==> src/rtl/ffs_pkg.sv <==
// ----------------------------------------------------------------------------
// ffs_pkg: shared types and microcode for the flipbook frame sequencer
// Payload structs, request and register codes, datapath operations and the
// read-only control program that the sequencer steps through.
// ----------------------------------------------------------------------------
`default_nettype none

package ffs_pkg;

    localparam int REQ_W      = 3;
    localparam int DELTA_W    = 24;
    localparam int FIDX_W     = 12;
    localparam int OFRM_W     = 12;
    localparam int OTOT_W     = 13;
    localparam int CFG_IDX_W  = 3;
    localparam int CFG_DATA_W = 20;
    localparam int CFG_FLD_W  = 7;
    localparam int PER_W      = 20;
    localparam int ACC_W      = 32;
    localparam int DIV_N      = ACC_W;
    localparam int STEP_W     = 4;

    typedef enum logic [REQ_W-1:0] {
        REQ_TICK  = 3'd0,
        REQ_PLAY  = 3'd1,
        REQ_PAUSE = 3'd2,
        REQ_STOP  = 3'd3,
        REQ_RESET = 3'd4,
        REQ_SET   = 3'd5
    } req_t;

    typedef enum logic [CFG_IDX_W-1:0] {
        CFG_ROWS      = 3'd0,
        CFG_COLS      = 3'd1,
        CFG_PERIOD    = 3'd2,
        CFG_LOOPING   = 3'd3,
        CFG_AUTO_PLAY = 3'd4
    } cfg_idx_t;

    // datapath operations, one per control word
    typedef enum logic [2:0] {
        OP_NOP      = 3'd0,
        OP_ACC_ADD  = 3'd1,
        OP_DIV_STEP = 3'd2,
        OP_MUL      = 3'd3,
        OP_END_STOP = 3'd4,
        OP_ADVANCE  = 3'd5,
        OP_CMD      = 3'd6,
        OP_EMIT     = 3'd7
    } op_t;

    // jump conditions
    typedef enum logic [2:0] {
        CND_NEVER    = 3'd0,
        CND_ALWAYS   = 3'd1,
        CND_NO_TICK  = 3'd2,
        CND_DIV_MORE = 3'd3,
        CND_Q_ZERO   = 3'd4,
        CND_NO_STOP  = 3'd5
    } cnd_t;

    localparam logic [STEP_W-1:0] ST_CHECK = 4'd0;
    localparam logic [STEP_W-1:0] ST_LOAD  = 4'd1;
    localparam logic [STEP_W-1:0] ST_DIV   = 4'd2;
    localparam logic [STEP_W-1:0] ST_QTEST = 4'd3;
    localparam logic [STEP_W-1:0] ST_MUL   = 4'd4;
    localparam logic [STEP_W-1:0] ST_STOP  = 4'd5;
    localparam logic [STEP_W-1:0] ST_ADV   = 4'd6;
    localparam logic [STEP_W-1:0] ST_CMD   = 4'd7;
    localparam logic [STEP_W-1:0] ST_EMIT  = 4'd8;

    typedef struct packed {
        op_t               op;
        cnd_t              cnd;
        logic [STEP_W-1:0] target;
        logic              last;
    } uword_t;

    typedef struct packed {
        logic [REQ_W-1:0]   req_type;
        logic [DELTA_W-1:0] delta_time;
        logic [FIDX_W-1:0]  frame_index;
    } in_item_t;

    typedef struct packed {
        logic [OFRM_W-1:0] current_frame;
        logic [OTOT_W-1:0] total_frames;
        logic              playing;
        logic              needs_tick;
    } out_item_t;

    typedef struct packed {
        logic [PER_W-1:0] period;
        logic             looping;
        logic             auto_play;
    } cfg_t;

    typedef struct packed {
        logic set_play;
        logic clamp;
    } cfg_evt_t;

    typedef struct packed {
        logic tick_go;
        logic div_more;
        logic q_zero;
        logic no_stop;
    } dp_flags_t;

    typedef struct packed {
        op_t  op;
        logic emit;
        logic busy;
    } seq_ctl_t;

    // control program
    function automatic uword_t ucode_rom(input logic [STEP_W-1:0] step);
        uword_t w;
        case (step)
            ST_CHECK: w = '{op: OP_NOP,      cnd: CND_NO_TICK,  target: ST_CMD,   last: 1'b0};
            ST_LOAD:  w = '{op: OP_ACC_ADD,  cnd: CND_NEVER,    target: ST_CHECK, last: 1'b0};
            ST_DIV:   w = '{op: OP_DIV_STEP, cnd: CND_DIV_MORE, target: ST_DIV,   last: 1'b0};
            ST_QTEST: w = '{op: OP_NOP,      cnd: CND_Q_ZERO,   target: ST_EMIT,  last: 1'b0};
            ST_MUL:   w = '{op: OP_MUL,      cnd: CND_NO_STOP,  target: ST_ADV,   last: 1'b0};
            ST_STOP:  w = '{op: OP_END_STOP, cnd: CND_ALWAYS,   target: ST_EMIT,  last: 1'b0};
            ST_ADV:   w = '{op: OP_ADVANCE,  cnd: CND_ALWAYS,   target: ST_EMIT,  last: 1'b0};
            ST_CMD:   w = '{op: OP_CMD,      cnd: CND_NEVER,    target: ST_CHECK, last: 1'b0};
            ST_EMIT:  w = '{op: OP_EMIT,     cnd: CND_NEVER,    target: ST_CHECK, last: 1'b1};
            default:  w = '{op: OP_EMIT,     cnd: CND_NEVER,    target: ST_CHECK, last: 1'b1};
        endcase
        return w;
    endfunction

endpackage

`default_nettype wire

==> src/rtl/flipbook_frame_sequencer_core.sv <==
// ----------------------------------------------------------------------------
// flipbook_frame_sequencer_core: sprite-sheet frame sequencer
// Advances the frame of a rows x columns sprite sheet by elapsed time and
// runs playback commands; one status result per request.
// ----------------------------------------------------------------------------
//  channel | direction | handshake          | payload
//  in      | input     | in_valid/in_stall  | in_data   (in_item_t)
//  out     | output    | out_valid/out_stall| out_data  (out_item_t)
//  cfg     | input     | cfg_we             | cfg_index, cfg_wdata
//
//  Commands and gated ticks pass from the check step to the command step, then
//  to the result step. An active tick runs the 32-step restoring divider, then the
//  result step if no whole period elapsed, else multiply and advance (or end-stop).
//  Reset clears control, configuration and playback state at once; no clearing pass.
//  A finished result waits in the output register; the next request is taken
//  meanwhile, and its final step holds until that register drains.
// ----------------------------------------------------------------------------
`default_nettype none

module flipbook_frame_sequencer_core
    import ffs_pkg::*;
#(
    parameter int MAX_ROWS       = 64,
    parameter int MAX_COLS       = 64,
    parameter int TIME_FRAC_BITS = 16
)
(
    input  wire logic                  clk,
    input  wire logic                  rst_n,
    input  wire logic                  in_valid,
    output logic                       in_stall,
    input  wire in_item_t              in_data,
    output logic                       out_valid,
    input  wire logic                  out_stall,
    output out_item_t                  out_data,
    input  wire logic                  cfg_we,
    input  wire logic [CFG_IDX_W-1:0]  cfg_index,
    input  wire logic [CFG_DATA_W-1:0] cfg_wdata
);

    localparam int ROW_MAX = (MAX_ROWS > 127) ? 127 : MAX_ROWS;
    localparam int COL_MAX = (MAX_COLS > 127) ? 127 : MAX_COLS;
    localparam int TOT_MAX = ROW_MAX * COL_MAX;
    localparam int FRM_W   = (TOT_MAX > 1) ? $clog2(TOT_MAX) : 1;
    localparam int TOT_W   = $clog2(TOT_MAX + 1);

    cfg_t             cfg;
    cfg_evt_t         evt;
    logic [TOT_W-1:0] total;
    logic [TOT_W-1:0] total_next;
    dp_flags_t        flags;
    seq_ctl_t         ctl;
    logic [FRM_W-1:0] frame;
    logic             play;
    logic             in_acc;

    logic             out_valid_reg, out_valid_next;
    out_item_t        out_reg, out_next;

    assign in_stall = ctl.busy;
    assign in_acc   = in_valid && !in_stall;

    ffs_cfg #(
        .MAX_ROWS       (MAX_ROWS),
        .MAX_COLS       (MAX_COLS),
        .TIME_FRAC_BITS (TIME_FRAC_BITS),
        .TOT_W          (TOT_W)
    ) u_cfg (
        .clk        (clk),
        .rst_n      (rst_n),
        .we         (cfg_we),
        .index      (cfg_index),
        .wdata      (cfg_wdata),
        .cfg        (cfg),
        .evt        (evt),
        .total      (total),
        .total_next (total_next)
    );

    ffs_seq u_seq (
        .clk      (clk),
        .rst_n    (rst_n),
        .start    (in_acc),
        .flags    (flags),
        .out_full (out_valid_reg && out_stall),
        .ctl      (ctl)
    );

    ffs_dp #(
        .FRM_W (FRM_W),
        .TOT_W (TOT_W)
    ) u_dp (
        .clk        (clk),
        .rst_n      (rst_n),
        .load       (in_acc),
        .in_data    (in_data),
        .ctl        (ctl),
        .cfg        (cfg),
        .evt        (evt),
        .total      (total),
        .total_next (total_next),
        .flags      (flags),
        .frame      (frame),
        .play       (play)
    );

    always_comb
    begin
        out_next       = out_reg;
        out_valid_next = out_valid_reg;
        if (ctl.emit)
        begin
            out_next.current_frame = OFRM_W'(frame);
            out_next.total_frames  = OTOT_W'(total);
            out_next.playing       = play;
            out_next.needs_tick    = (total > TOT_W'(1));
            out_valid_next         = 1'b1;
        end
        else if (!out_stall)
        begin
            // drop the transaction once taken
            out_valid_next = 1'b0;
        end
    end

    always_ff @(posedge clk or negedge rst_n)
    begin
        if (!rst_n)
            out_valid_reg <= 1'b0;
        else
            out_valid_reg <= out_valid_next;
    end

    always_ff @(posedge clk)
    begin
        out_reg <= out_next;
    end

    assign out_valid = out_valid_reg;
    assign out_data  = out_reg;

`ifndef NO_ASSERTIONS
    a_busy_after_accept: assert property (@(posedge clk) disable iff (!rst_n)
        in_acc |=> in_stall)
        else $error("accepted transaction did not start the sequencer");

    a_done_only_on_emit: assert property (@(posedge clk) disable iff (!rst_n)
        $fell(in_stall) |-> $past(ctl.emit))
        else $error("sequencer went idle without a result");

    a_emit_shows_result: assert property (@(posedge clk) disable iff (!rst_n)
        ctl.emit |=> out_valid)
        else $error("result step did not load the output register");
`endif

endmodule

`default_nettype wire

==> src/rtl/ffs_cfg.sv <==
// ----------------------------------------------------------------------------
// ffs_cfg: configuration registers
// Saturates written values, keeps the sheet frame count and flags the state
// side effects of a write (frame clamp, play set).
// ----------------------------------------------------------------------------
`default_nettype none

module ffs_cfg
    import ffs_pkg::*;
#(
    parameter int MAX_ROWS       = 64,
    parameter int MAX_COLS       = 64,
    parameter int TIME_FRAC_BITS = 16,
    parameter int TOT_W          = 13
)
(
    input  wire logic                  clk,
    input  wire logic                  rst_n,
    input  wire logic                  we,
    input  wire logic [CFG_IDX_W-1:0]  index,
    input  wire logic [CFG_DATA_W-1:0] wdata,
    output cfg_t                       cfg,
    output cfg_evt_t                   evt,
    output logic [TOT_W-1:0]           total,
    output logic [TOT_W-1:0]           total_next
);

    localparam int ROW_MAX     = (MAX_ROWS > 127) ? 127 : MAX_ROWS;
    localparam int COL_MAX     = (MAX_COLS > 127) ? 127 : MAX_COLS;
    localparam int RW          = $clog2(ROW_MAX + 1);
    localparam int CW          = $clog2(COL_MAX + 1);
    localparam int PW          = RW + CW;
    localparam int PER_MAX     = (1 << PER_W) - 1;
    localparam int PER_RST_RAW = ((1 << TIME_FRAC_BITS) + 9) / 10;
    localparam int PER_RST     = (PER_RST_RAW > PER_MAX) ? PER_MAX : PER_RST_RAW;

    localparam logic [CFG_FLD_W-1:0] ROW_CAP = CFG_FLD_W'(ROW_MAX);
    localparam logic [CFG_FLD_W-1:0] COL_CAP = CFG_FLD_W'(COL_MAX);
    localparam logic [ACC_W-1:0]     PER_CAP = ACC_W'(10) << TIME_FRAC_BITS;

    logic [RW-1:0]    rows_reg, rows_next;
    logic [CW-1:0]    cols_reg, cols_next;
    logic [PER_W-1:0] period_reg, period_next;
    logic             looping_reg, looping_next;
    logic             auto_reg, auto_next;
    logic [TOT_W-1:0] total_reg;

    logic [CFG_FLD_W-1:0] fld;
    logic [CFG_FLD_W-1:0] row_sat;
    logic [CFG_FLD_W-1:0] col_sat;
    logic [PER_W-1:0]     per_raw;
    logic [PER_W-1:0]     per_sat;
    logic [PW-1:0]        prod;

    always_comb
    begin
        fld     = wdata[CFG_FLD_W-1:0];
        per_raw = wdata[PER_W-1:0];

        if (fld == '0)
            row_sat = CFG_FLD_W'(1);
        else if (fld > ROW_CAP)
            row_sat = ROW_CAP;
        else
            row_sat = fld;

        if (fld == '0)
            col_sat = CFG_FLD_W'(1);
        else if (fld > COL_CAP)
            col_sat = COL_CAP;
        else
            col_sat = fld;

        if (per_raw == '0)
            per_sat = PER_W'(1);
        else if (ACC_W'(per_raw) > PER_CAP)
            per_sat = PER_W'(PER_CAP);
        else
            per_sat = per_raw;

        rows_next    = rows_reg;
        cols_next    = cols_reg;
        period_next  = period_reg;
        looping_next = looping_reg;
        auto_next    = auto_reg;
        if (we)
        begin
            case (index)
                CFG_ROWS:      rows_next    = RW'(row_sat);
                CFG_COLS:      cols_next    = CW'(col_sat);
                CFG_PERIOD:    period_next  = per_sat;
                CFG_LOOPING:   looping_next = wdata[0];
                CFG_AUTO_PLAY: auto_next    = wdata[0];
                default:
                begin
                end
            endcase
        end

        prod       = PW'(rows_next) * PW'(cols_next);
        total_next = TOT_W'(prod);
    end

    always_ff @(posedge clk or negedge rst_n)
    begin
        if (!rst_n)
        begin
            rows_reg    <= RW'(1);
            cols_reg    <= CW'(1);
            period_reg  <= PER_W'(PER_RST);
            looping_reg <= 1'b1;
            auto_reg    <= 1'b1;
            total_reg   <= TOT_W'(1);
        end
        else
        begin
            rows_reg    <= rows_next;
            cols_reg    <= cols_next;
            period_reg  <= period_next;
            looping_reg <= looping_next;
            auto_reg    <= auto_next;
            total_reg   <= total_next;
        end
    end

    always_comb
    begin
        cfg.period    = period_reg;
        cfg.looping   = looping_reg;
        cfg.auto_play = auto_reg;
        evt.clamp     = we && ((index == CFG_ROWS) || (index == CFG_COLS));
        evt.set_play  = we && (index == CFG_AUTO_PLAY) && wdata[0];
        total         = total_reg;
    end

endmodule

`default_nettype wire

==> src/rtl/ffs_seq.sv <==
// ----------------------------------------------------------------------------
// ffs_seq: microcode sequencer
// Step counter over the control program, conditional jumps on datapath flags,
// and hold on the result step while the output register is occupied.
// ----------------------------------------------------------------------------
`default_nettype none

module ffs_seq
    import ffs_pkg::*;
(
    input  wire logic      clk,
    input  wire logic      rst_n,
    input  wire logic      start,
    input  wire dp_flags_t flags,
    input  wire logic      out_full,
    output seq_ctl_t       ctl
);

    logic              busy_reg, busy_next;
    logic [STEP_W-1:0] step_reg, step_next;

    uword_t uw;
    logic   take;
    logic   hold;

    always_comb
    begin
        uw = ucode_rom(step_reg);
        case (uw.cnd)
            CND_NEVER:    take = 1'b0;
            CND_ALWAYS:   take = 1'b1;
            CND_NO_TICK:  take = !flags.tick_go;
            CND_DIV_MORE: take = flags.div_more;
            CND_Q_ZERO:   take = flags.q_zero;
            CND_NO_STOP:  take = flags.no_stop;
            default:      take = 1'b0;
        endcase
        hold = (uw.op == OP_EMIT) && out_full;
    end

    always_comb
    begin
        busy_next = busy_reg;
        step_next = step_reg;
        if (!busy_reg)
        begin
            if (start)
            begin
                busy_next = 1'b1;
                step_next = ST_CHECK;
            end
        end
        else if (!hold)
        begin
            if (uw.last)
                busy_next = 1'b0;
            else if (take)
                step_next = uw.target;
            else
                step_next = step_reg + STEP_W'(1);
        end
    end

    always_ff @(posedge clk or negedge rst_n)
    begin
        if (!rst_n)
        begin
            busy_reg <= 1'b0;
            step_reg <= ST_CHECK;
        end
        else
        begin
            busy_reg <= busy_next;
            step_reg <= step_next;
        end
    end

    always_comb
    begin
        ctl.op   = busy_reg ? uw.op : OP_NOP;
        ctl.emit = busy_reg && (uw.op == OP_EMIT) && !out_full;
        ctl.busy = busy_reg;
    end

endmodule

`default_nettype wire

==> src/rtl/ffs_dp.sv <==
// ----------------------------------------------------------------------------
// ffs_dp: playback datapath
// Frame, accumulator and play state, a one-bit-per-step restoring divider
// that also folds the quotient modulo the frame count, and one multiplier.
// ----------------------------------------------------------------------------
`default_nettype none

module ffs_dp
    import ffs_pkg::*;
#(
    parameter int FRM_W = 12,
    parameter int TOT_W = 13
)
(
    input  wire logic             clk,
    input  wire logic             rst_n,
    input  wire logic             load,
    input  wire in_item_t         in_data,
    input  wire seq_ctl_t         ctl,
    input  wire cfg_t             cfg,
    input  wire cfg_evt_t         evt,
    input  wire logic [TOT_W-1:0] total,
    input  wire logic [TOT_W-1:0] total_next,
    output dp_flags_t             flags,
    output logic [FRM_W-1:0]      frame,
    output logic                  play
);

    localparam int XW    = FRM_W + 1;
    localparam int WW    = (XW > FIDX_W) ? XW : FIDX_W;
    localparam int CNT_W = $clog2(DIV_N);
    localparam int PRD_W = XW + PER_W;

    in_item_t          item_reg, item_next;
    logic [FRM_W-1:0]  frame_reg, frame_next;
    logic [ACC_W-1:0]  acc_reg, acc_next;
    logic              play_reg, play_next;
    logic [ACC_W-1:0]  dvd_reg, dvd_next;
    logic [PER_W-1:0]  rem_reg, rem_next;
    logic [ACC_W-1:0]  q_reg, q_next;
    logic [FRM_W-1:0]  r_reg, r_next;
    logic [CNT_W-1:0]  cnt_reg, cnt_next;
    logic [ACC_W-1:0]  prod_reg, prod_next;

    logic [XW-1:0]     total_x;
    logic [XW-1:0]     steps;
    logic [PER_W:0]    rsh;
    logic [PER_W:0]    per_x;
    logic              qbit;
    logic [PER_W-1:0]  rem_step;
    logic [XW-1:0]     r2;
    logic [FRM_W-1:0]  r_step;
    logic [PRD_W-1:0]  prod_full;
    logic [XW-1:0]     wrap;
    logic [FRM_W-1:0]  wrap_fix;
    logic [FRM_W-1:0]  last_frame;
    logic [FRM_W-1:0]  set_frame;
    logic [FRM_W-1:0]  clamp_frame;
    logic [ACC_W-1:0]  acc_sum;

    // arithmetic around the divider and the frame counter
    always_comb
    begin
        total_x   = XW'(total);
        steps     = total_x - XW'(frame_reg);

        // one restoring step: shift in the next dividend bit
        rsh       = {rem_reg, dvd_reg[ACC_W-1]};
        per_x     = {1'b0, cfg.period};
        qbit      = (rsh >= per_x);
        rem_step  = qbit ? PER_W'(rsh - per_x) : rsh[PER_W-1:0];

        // quotient kept modulo the frame count alongside
        r2        = {r_reg, qbit};
        r_step    = (r2 >= total_x) ? FRM_W'(r2 - total_x) : r2[FRM_W-1:0];

        prod_full = PRD_W'(steps) * PRD_W'(cfg.period);

        wrap      = XW'(frame_reg) + XW'(r_reg);
        wrap_fix  = (wrap >= total_x) ? FRM_W'(wrap - total_x) : wrap[FRM_W-1:0];

        last_frame = FRM_W'(total - TOT_W'(1));
        if (WW'(item_reg.frame_index) >= WW'(total))
            set_frame = last_frame;
        else
            set_frame = FRM_W'(item_reg.frame_index);

        if (XW'(frame_reg) >= XW'(total_next))
            clamp_frame = FRM_W'(total_next - TOT_W'(1));
        else
            clamp_frame = frame_reg;

        acc_sum = acc_reg + ACC_W'(item_reg.delta_time);
    end

    always_comb
    begin
        item_next  = load ? in_data : item_reg;
        frame_next = frame_reg;
        acc_next   = acc_reg;
        play_next  = play_reg;
        dvd_next   = dvd_reg;
        rem_next   = rem_reg;
        q_next     = q_reg;
        r_next     = r_reg;
        cnt_next   = cnt_reg;
        prod_next  = prod_reg;

        if (evt.clamp)
            frame_next = clamp_frame;
        if (evt.set_play)
            play_next = 1'b1;

        case (ctl.op)
            OP_ACC_ADD:
            begin
                acc_next = acc_sum;
                dvd_next = acc_sum;
                rem_next = '0;
                q_next   = '0;
                r_next   = '0;
                cnt_next = '0;
            end
            OP_DIV_STEP:
            begin
                dvd_next = {dvd_reg[ACC_W-2:0], 1'b0};
                rem_next = rem_step;
                q_next   = {q_reg[ACC_W-2:0], qbit};
                r_next   = r_step;
                cnt_next = cnt_reg + CNT_W'(1);
            end
            OP_MUL:
            begin
                prod_next = ACC_W'(prod_full);
            end
            OP_END_STOP:
            begin
                // no looping: park on the last frame, keep the leftover time
                acc_next   = acc_reg - prod_reg;
                frame_next = last_frame;
                play_next  = 1'b0;
            end
            OP_ADVANCE:
            begin
                acc_next = ACC_W'(rem_reg);
                if (cfg.looping)
                    frame_next = wrap_fix;
                else
                    frame_next = frame_reg + FRM_W'(q_reg);
            end
            OP_CMD:
            begin
                case (item_reg.req_type)
                    REQ_PLAY:  play_next = 1'b1;
                    REQ_PAUSE: play_next = 1'b0;
                    REQ_STOP:
                    begin
                        play_next  = 1'b0;
                        frame_next = '0;
                        acc_next   = '0;
                    end
                    REQ_RESET:
                    begin
                        frame_next = '0;
                        acc_next   = '0;
                    end
                    REQ_SET:
                    begin
                        frame_next = set_frame;
                        acc_next   = '0;
                    end
                    default:
                    begin
                    end
                endcase
            end
            default:
            begin
            end
        endcase
    end

    always_ff @(posedge clk or negedge rst_n)
    begin
        if (!rst_n)
        begin
            frame_reg <= '0;
            acc_reg   <= '0;
            play_reg  <= 1'b1;
        end
        else
        begin
            frame_reg <= frame_next;
            acc_reg   <= acc_next;
            play_reg  <= play_next;
        end
    end

    always_ff @(posedge clk)
    begin
        item_reg <= item_next;
        dvd_reg  <= dvd_next;
        rem_reg  <= rem_next;
        q_reg    <= q_next;
        r_reg    <= r_next;
        cnt_reg  <= cnt_next;
        prod_reg <= prod_next;
    end

    always_comb
    begin
        flags.tick_go  = (item_reg.req_type == REQ_TICK) && cfg.auto_play && play_reg
                         && (total > TOT_W'(1)) && (item_reg.delta_time != '0);
        flags.div_more = (cnt_reg != CNT_W'(DIV_N - 1));
        flags.q_zero   = (q_reg == '0);
        flags.no_stop  = cfg.looping || (q_reg < ACC_W'(steps));
        frame          = frame_reg;
        play           = play_reg;
    end

`ifndef NO_ASSERTIONS
    a_frame_in_sheet: assert property (@(posedge clk) disable iff (!rst_n)
        XW'(frame_reg) < total_x)
        else $error("frame index beyond sheet");

    a_acc_below_period: assert property (@(posedge clk) disable iff (!rst_n)
        $past(ctl.op == OP_ADVANCE) |-> (acc_reg < ACC_W'(cfg.period)))
        else $error("accumulator holds a whole period after advance");
`endif

endmodule

`default_nettype wire
==> config.mk <==
export PLATFORM = sky130hd
export DESIGN_NAME = flipbook_frame_sequencer_core
export DESIGN_NICKNAME = d
export VERILOG_FILES = /design/src/rtl/ffs_pkg.sv /design/src/rtl/flipbook_frame_sequencer_core.sv /design/src/rtl/ffs_cfg.sv /design/src/rtl/ffs_seq.sv /design/src/rtl/ffs_dp.sv
export SDC_FILE = /design/constraint.sdc
export NUM_CORES = 2
export LEC_CHECK = 0
export ABC_AREA = 1
export ABC_CLOCK_PERIOD_IN_PS = 9750
export BUFFER_PORTS_ARGS = -buffer_cell sky130_fd_sc_hd__buf_2
export CAP_MARGIN = 20
export CORE_ASPECT_RATIO = 1.5
export CORE_UTILIZATION = 35
export DETAILED_ROUTE_END_ITERATION = 10
export GPL_TIMING_DRIVEN = 0
export PLACE_DENSITY_LB_ADDON = 0.1
export SYNTH_ARGS = -nofsm -noshare
export SYNTH_HDL_FRONTEND = slang
export SYNTH_SLANG_ARGS = --single-unit
==> constraint.sdc <==
create_clock -name clk -period 9.75 [get_ports clk]
set_input_delay 0.4875 -clock clk [delete_from_list [all_inputs] [get_ports clk]]
set_output_delay 0.4875 -clock clk [all_outputs]
set_load 0.02 [all_outputs]
Word level (Yosys, flattened, before mapping) --
Memories as Yosys holds them, arrays and structs flattened. Cells that the tools add are included.
Word-level totals: register bits after elaboration 299, bits in read-only memories 176, input port bits 67, output and inout bits 29, word-level logic and storage cells 149, memories 1
Cells by class: add/subtract/negate cells 12, multipliers 2, $lt $le $gt $ge 9, equal/unequal tests 26, muxes and demuxes 40, reductions and logical operators 34
Memories:
- (name not given) | depth 16, width 11, read ports 1, clocked after memory_dff 0, write ports 0, RTL line ffs_pkg.sv:119 | case (step)
Operator list (count):
- $pmux 32 s2 | 2
- $pmux 32 s4 | 1
- $mux 12 | 6
- $mux 20 | 3
- $pmux 12 s2 | 2
- $mux 7 | 6
- $pmux 20 s2 | 1
- $pmux 12 s3 | 1
- $add 32x24->32 | 1
- $logic_not 32->1 | 1
- $lt 32x13->1 | 1
- $mul 13x20->32 | 1
- $mux 32 | 1
- $sub 32x32->32 | 1
- $eq 3x3->1 const B | 9
- $ge 12x13->1 | 2
- $ge 13x13->1 | 2
- $eq 3x2->1 const B | 8
- $reduce_bool 24->1 | 1
- $sub 12x1->12 const B | 2
- $sub 12x12->12 | 2
- $ge 21x20->1 | 1
- $gt 20x20->1 const B | 1
- $logic_not 20->1 | 1
- other kinds (30) | 66

Logic depth before layout (Yosys ltp) --
word-level depth 11, mapped depth 41, gate-level depth less buffers 41

Cells and area by module --
A second synthesis with hierarchy kept.
Second synthesis, totals: cells, all modules 4312, area, all modules 32272.2 µm²
Modules (own cells, without submodules):
- ffs_dp | instances 1, cells each 3727, area an instance 27133.5 µm², seq. area each 6292.3 µm²
- ffs_cfg | instances 1, cells each 437, area an instance 3547.2 µm², seq. area each 1241.2 µm²
- flipbook_frame_sequencer_core | instances 1, cells each 44, area an instance 900.9 µm², seq. area each 835.8 µm²
- ffs_seq | instances 1, cells each 104, area an instance 690.7 µm², seq. area each 125.1 µm²

Least setup slack after synthesis --
OpenSTA, ideal clock, no wires.
kind register to register, from register u_seq.step_reg[0], to register u_dp.cnt_reg[0], enable pin, library setup time 0.700 ns, data arrival time 8.341 ns, required time 9.050 ns, path slack 0.709 ns, stages on the path, launching flop included 9, buffers on the path 0, period minus slack after synthesis 9.041 ns, cells stage by stage dfrtp_1 inv_1 ha_1 inv_1 nand2_1 nand3_2 nand2_2 nand2_1 o21ai_0
Between the ends: longest elaborated chain between the ends 4, elaborated cells on any way between the ends 5, classes of those cells eq/ne (2); mux (1); reduce/logical (1); memory (1)
Ends and longest elaborated chain:
- start, declared | RTL line ffs_seq.sv:20 | logic [STEP_W-1:0] step_reg, step_next;
- start signal, assigned | RTL line ffs_seq.sv:74 | step_reg <= step_next;
- $mem_v2 16x11 *
- $mux 3 * | RTL line ffs_seq.sv:80 | ctl.op = busy_reg ? uw.op : OP_NOP;
- $eq 3x1->1 / $eq 3x2->1 (equally long branches) | RTL line ffs_dp.sv:114 | case (ctl.op)
- $reduce_bool 2->1 (no line) *
- end signal, assigned | RTL line ffs_dp.sv:206 | cnt_reg <= cnt_next;
- end, declared | RTL line ffs_dp.sv:42 | logic [CNT_W-1:0] cnt_reg, cnt_next;
Every way passes the cells marked *; elsewhere a longest branch is shown, timed or not. A chain may end at the register's enable or synchronous reset.

Worst setup path in the final report --
from register u_cfg.total_reg[0] (netlist: u_cfg.total[0]), to register u_dp.prod_reg[29], data pin
Between the ends: longest elaborated chain between the ends 2
Ends and longest elaborated chain:
- start, declared | RTL line ffs_cfg.sv:46 | logic [TOT_W-1:0] total_reg;
- start signal, assigned | RTL line ffs_cfg.sv:122 | total_reg <= total_next;
- $sub 13x12->13 | RTL line ffs_dp.sv:65 | steps = total_x - XW'(frame_reg);
- $mul 13x20->32 | RTL line ffs_dp.sv:77 | prod_full = PRD_W'(steps) * PRD_W'(cfg.period);
- named net u_dp.prod_full[29] | RTL line ffs_dp.sv:53 | logic [PRD_W-1:0] prod_full;
- end signal, assigned | RTL line ffs_dp.sv:207 | prod_reg <= prod_next;
- end, declared | RTL line ffs_dp.sv:43 | logic [ACC_W-1:0] prod_reg, prod_next;
The timed path passes the listed nets, and every way through them passes these cells.

==> results.txt <==
Final setup vio count -> 0
Ranking of synthesized cells by area -> edfxtp_1 (19%), fa_1 (15%), nand2_1 (12%)
Commonest non-fill, non-tap cells in the layout -> nand2_1 (972), inv_1 (635), nor2_1 (441)
Global placer's final weighted congestion -> 0.955
1st-iter DRT viols -> 1469
Layout area overhead -> 10.8%
Gr usage total -> 24.2%
Final Net Count -> 4792
Crit-path leading delay family -> adder cells
Post-DP HPWL -> 90800 microns
Number of global-route vias before repair -> 28.4k
Antenna violations before repair -> 1
Starting Density -> 35.2%
Mean post-synth cell area -> 7.70 sq um
Die Span X -> 246 microns
DR pass1 iterations -> 5
Clock slew at reported path FFs -> 0.06 ns
CP max stage delay -> 0.73 ns
Commonest non-fill, non-tap cell in the layout -> nand2_1
Post-synth EDFFs -> 199
RSZ-0062 raised after global routing -> false
Max reg flops -> 39
Cell Area, Synth -> 31300 sq um
Worst min-delay path endpoint -> u_dp.item_reg[31]
Slew Viols, Final -> 0
Layout Skew -> 0.0242 ns
Layout cells sized above 1 -> 6.75%
Clock Latency Late Sink -> 0.58 ns
Worst min-delay path startpoint -> in_data[31]
Flops & latches, synth -> 299
Post-layout util -> 39.0%
Critical Path Fanout Max -> 10
Core box area -> 88900 sq um
Reg-to-reg startpoint -> u_cfg.total[0]
Clk sinks -> 299
CP required -> 10.07 ns
Die ar. -> 90700 sq um
Mapped Cells -> 4070
CP max-delay cell -> dfstp_2
Seq. cell area -> 8490 sq um
Synth top area share -> 19.1%
Worst setup EP type -> register
Max Cap Violations -> 0
Worst Hold Class -> in -> reg
Drt wl/cell -> 20.2 microns
Gr ovfl total -> 0
Sequential-to-total area share from yosys stat -> 27.1%
Cts bufs inserted -> 37
Rel. slew slack -> 37.7%
CTS Root Cell -> clkbuf_16
Startpoint Class -> register
Least-Margin Pin Slew -> 0.930 ns
Mapped Nets -> 4650
Max Buffers Root-to-Sink -> 3
H-tree levels -> 2
Worst R2R End -> u_dp.prod_reg[29]
Buf/Inv on CP -> 6
Reg2Reg Setup Slack -> 1.92 ns
Die H -> 368 microns
Most used DFF post-synth -> edfxtp_1
Hold depth -> 1
Worst Path Arrival -> 8.15 ns
Fin crit period -> 7.83 ns
First-pass GRT wire length -> 165000 microns
Top-Level Pins -> 96
Port Buf Inserts -> 95
Status -> finished, final reports clean
Via density -> 5.05
Total number of vias -> 27.2k
Most used cell, CP -> fa_1
Row cnt -> 134
Asr flop ratio synth -> 33.4%
CTS tree -> built
Yosys Warn Count -> 0
Antenna viol nets, final -> 0
Filler cell count -> 9450
WS Path Type -> reg -> reg
Area of the multi-input gates -> 20000 sq um
Total Wirelength -> 109000 microns
Worst reg2reg path depth -> 26
# DRC -> 0
Tcrit/Tclk final -> 80.3%
Hold violation count in the final report -> 0
Fmax -> 128 MHz
Post-synth top area cell -> edfxtp_1
Largest net degree at the start of global routing -> 62
Post-synth cell types -> 59
## timing repair
action,4_1_cts,5_1_grt
hold buffers,1,0
buffers inserted,0,0
resized for setup,0,0
setup endpoints to repair,0,0
endpoints found under the hold margin,38,0
## synthesized netlist by cell type, types with 3 or more instances
library cell  count
nand4_1          58
o21bai_1         24
o21a_1            8
nor3_1           24
ha_1            285
nor2_4            5
nor3b_1           6
nor2_1          443
edfxtp_1        199
nand3_2           5
clkinv_1          6
a21o_1           14
inv_2            15
dfrtp_1          87
a211oi_1          7
dfstp_2          13
or2_1             3
o21ai_0         175
clkbuf_1         43
inv_1           635
nand3b_1         14
xor2_1           70
nand2_4           7
buf_6             4
o211ai_1         12
a21boi_0          7
fa_1            228
nand3_1         251
nand2_1         972
o21ai_1          34
o22ai_1           6
nor4_1            9
nand2_2           8
a31oi_1          20
buf_2            32
xnor2_1          41
or2_2            16
a21oi_1         252
nor2_2            4
buf_4             5
## cells by family (layout without fill, tap and decap cells)
logic type	Yosys count	after routing	share of synthesized area, %
AND/OR/NAND/NOR	1834	1834	24.7
buffers and inverters	742	912	9.18
AO/OA/AOI/OAI	571	571	9.96
adder cells (fa/ha/maj)	513	513	26.0
flip-flops	299	299	27.1
XOR/XNOR	111	111	3.10
other	0	1	0
## final cells by class
class,instances,share of cell area [%]
Antenna cell,1,0.00721
Inverter,657,7.11
Multi-Input combinational cell,3029,57.6
Clock buffer,51,3.04
Tap cell,1156,4.17
Buffer,85,1.18
Clock inverter,16,0.573
Timing Repair Buffer,103,1.84
Sequential cell,299,24.5
## per-stage QoR
step,cell area (sq um),std cells,TNS (ns),setup slack (ns),hold slack (ns)
6_report,34700,5397,0,1.92,0.0958
5_1_grt,34700,5396,0,1.47,0.0769
4_1_cts,34700,5396,0,1.94,0.0677
3_5_place_dp,33400,5328,0,1.95,0.427
3_3_place_gp,33200,5321,-343.82,-3.42,0.489
2_1_floorplan,31300,4070,0,0.709,0.192
## layer usage
metal	vias to the layer above	part of all wire [%]	global-route usage, %
met5	-	0.0064	0
met4	2	5.5	12.2
met3	214	3.5	2.44
met2	546	51	44.4
met1	12977	40	27.5
li1	13489	-	-
## worst max-delay path by stage
stage                 startpoint                 to  slack, ns  depth (start not counted)
2_1_floorplan  u_seq.step_reg[0]    u_dp.cnt_reg[0]       0.71                          8
3_3_place_gp   u_seq.step_reg[0]   u_dp.dvd_reg[30]      -3.42                          8
3_5_place_dp      u_cfg.total[0]  u_dp.prod_reg[29]       1.95                         26
4_1_cts           u_cfg.total[0]  u_dp.prod_reg[29]       1.94                         26
5_1_grt           u_cfg.total[0]  u_dp.prod_reg[30]       1.47                         32
6_report          u_cfg.total[0]  u_dp.prod_reg[29]       1.92                         26
Power is left out: the tool's default activity adds up to more than one toggle a clock period on the data nets, which glitch-free logic cannot reach.
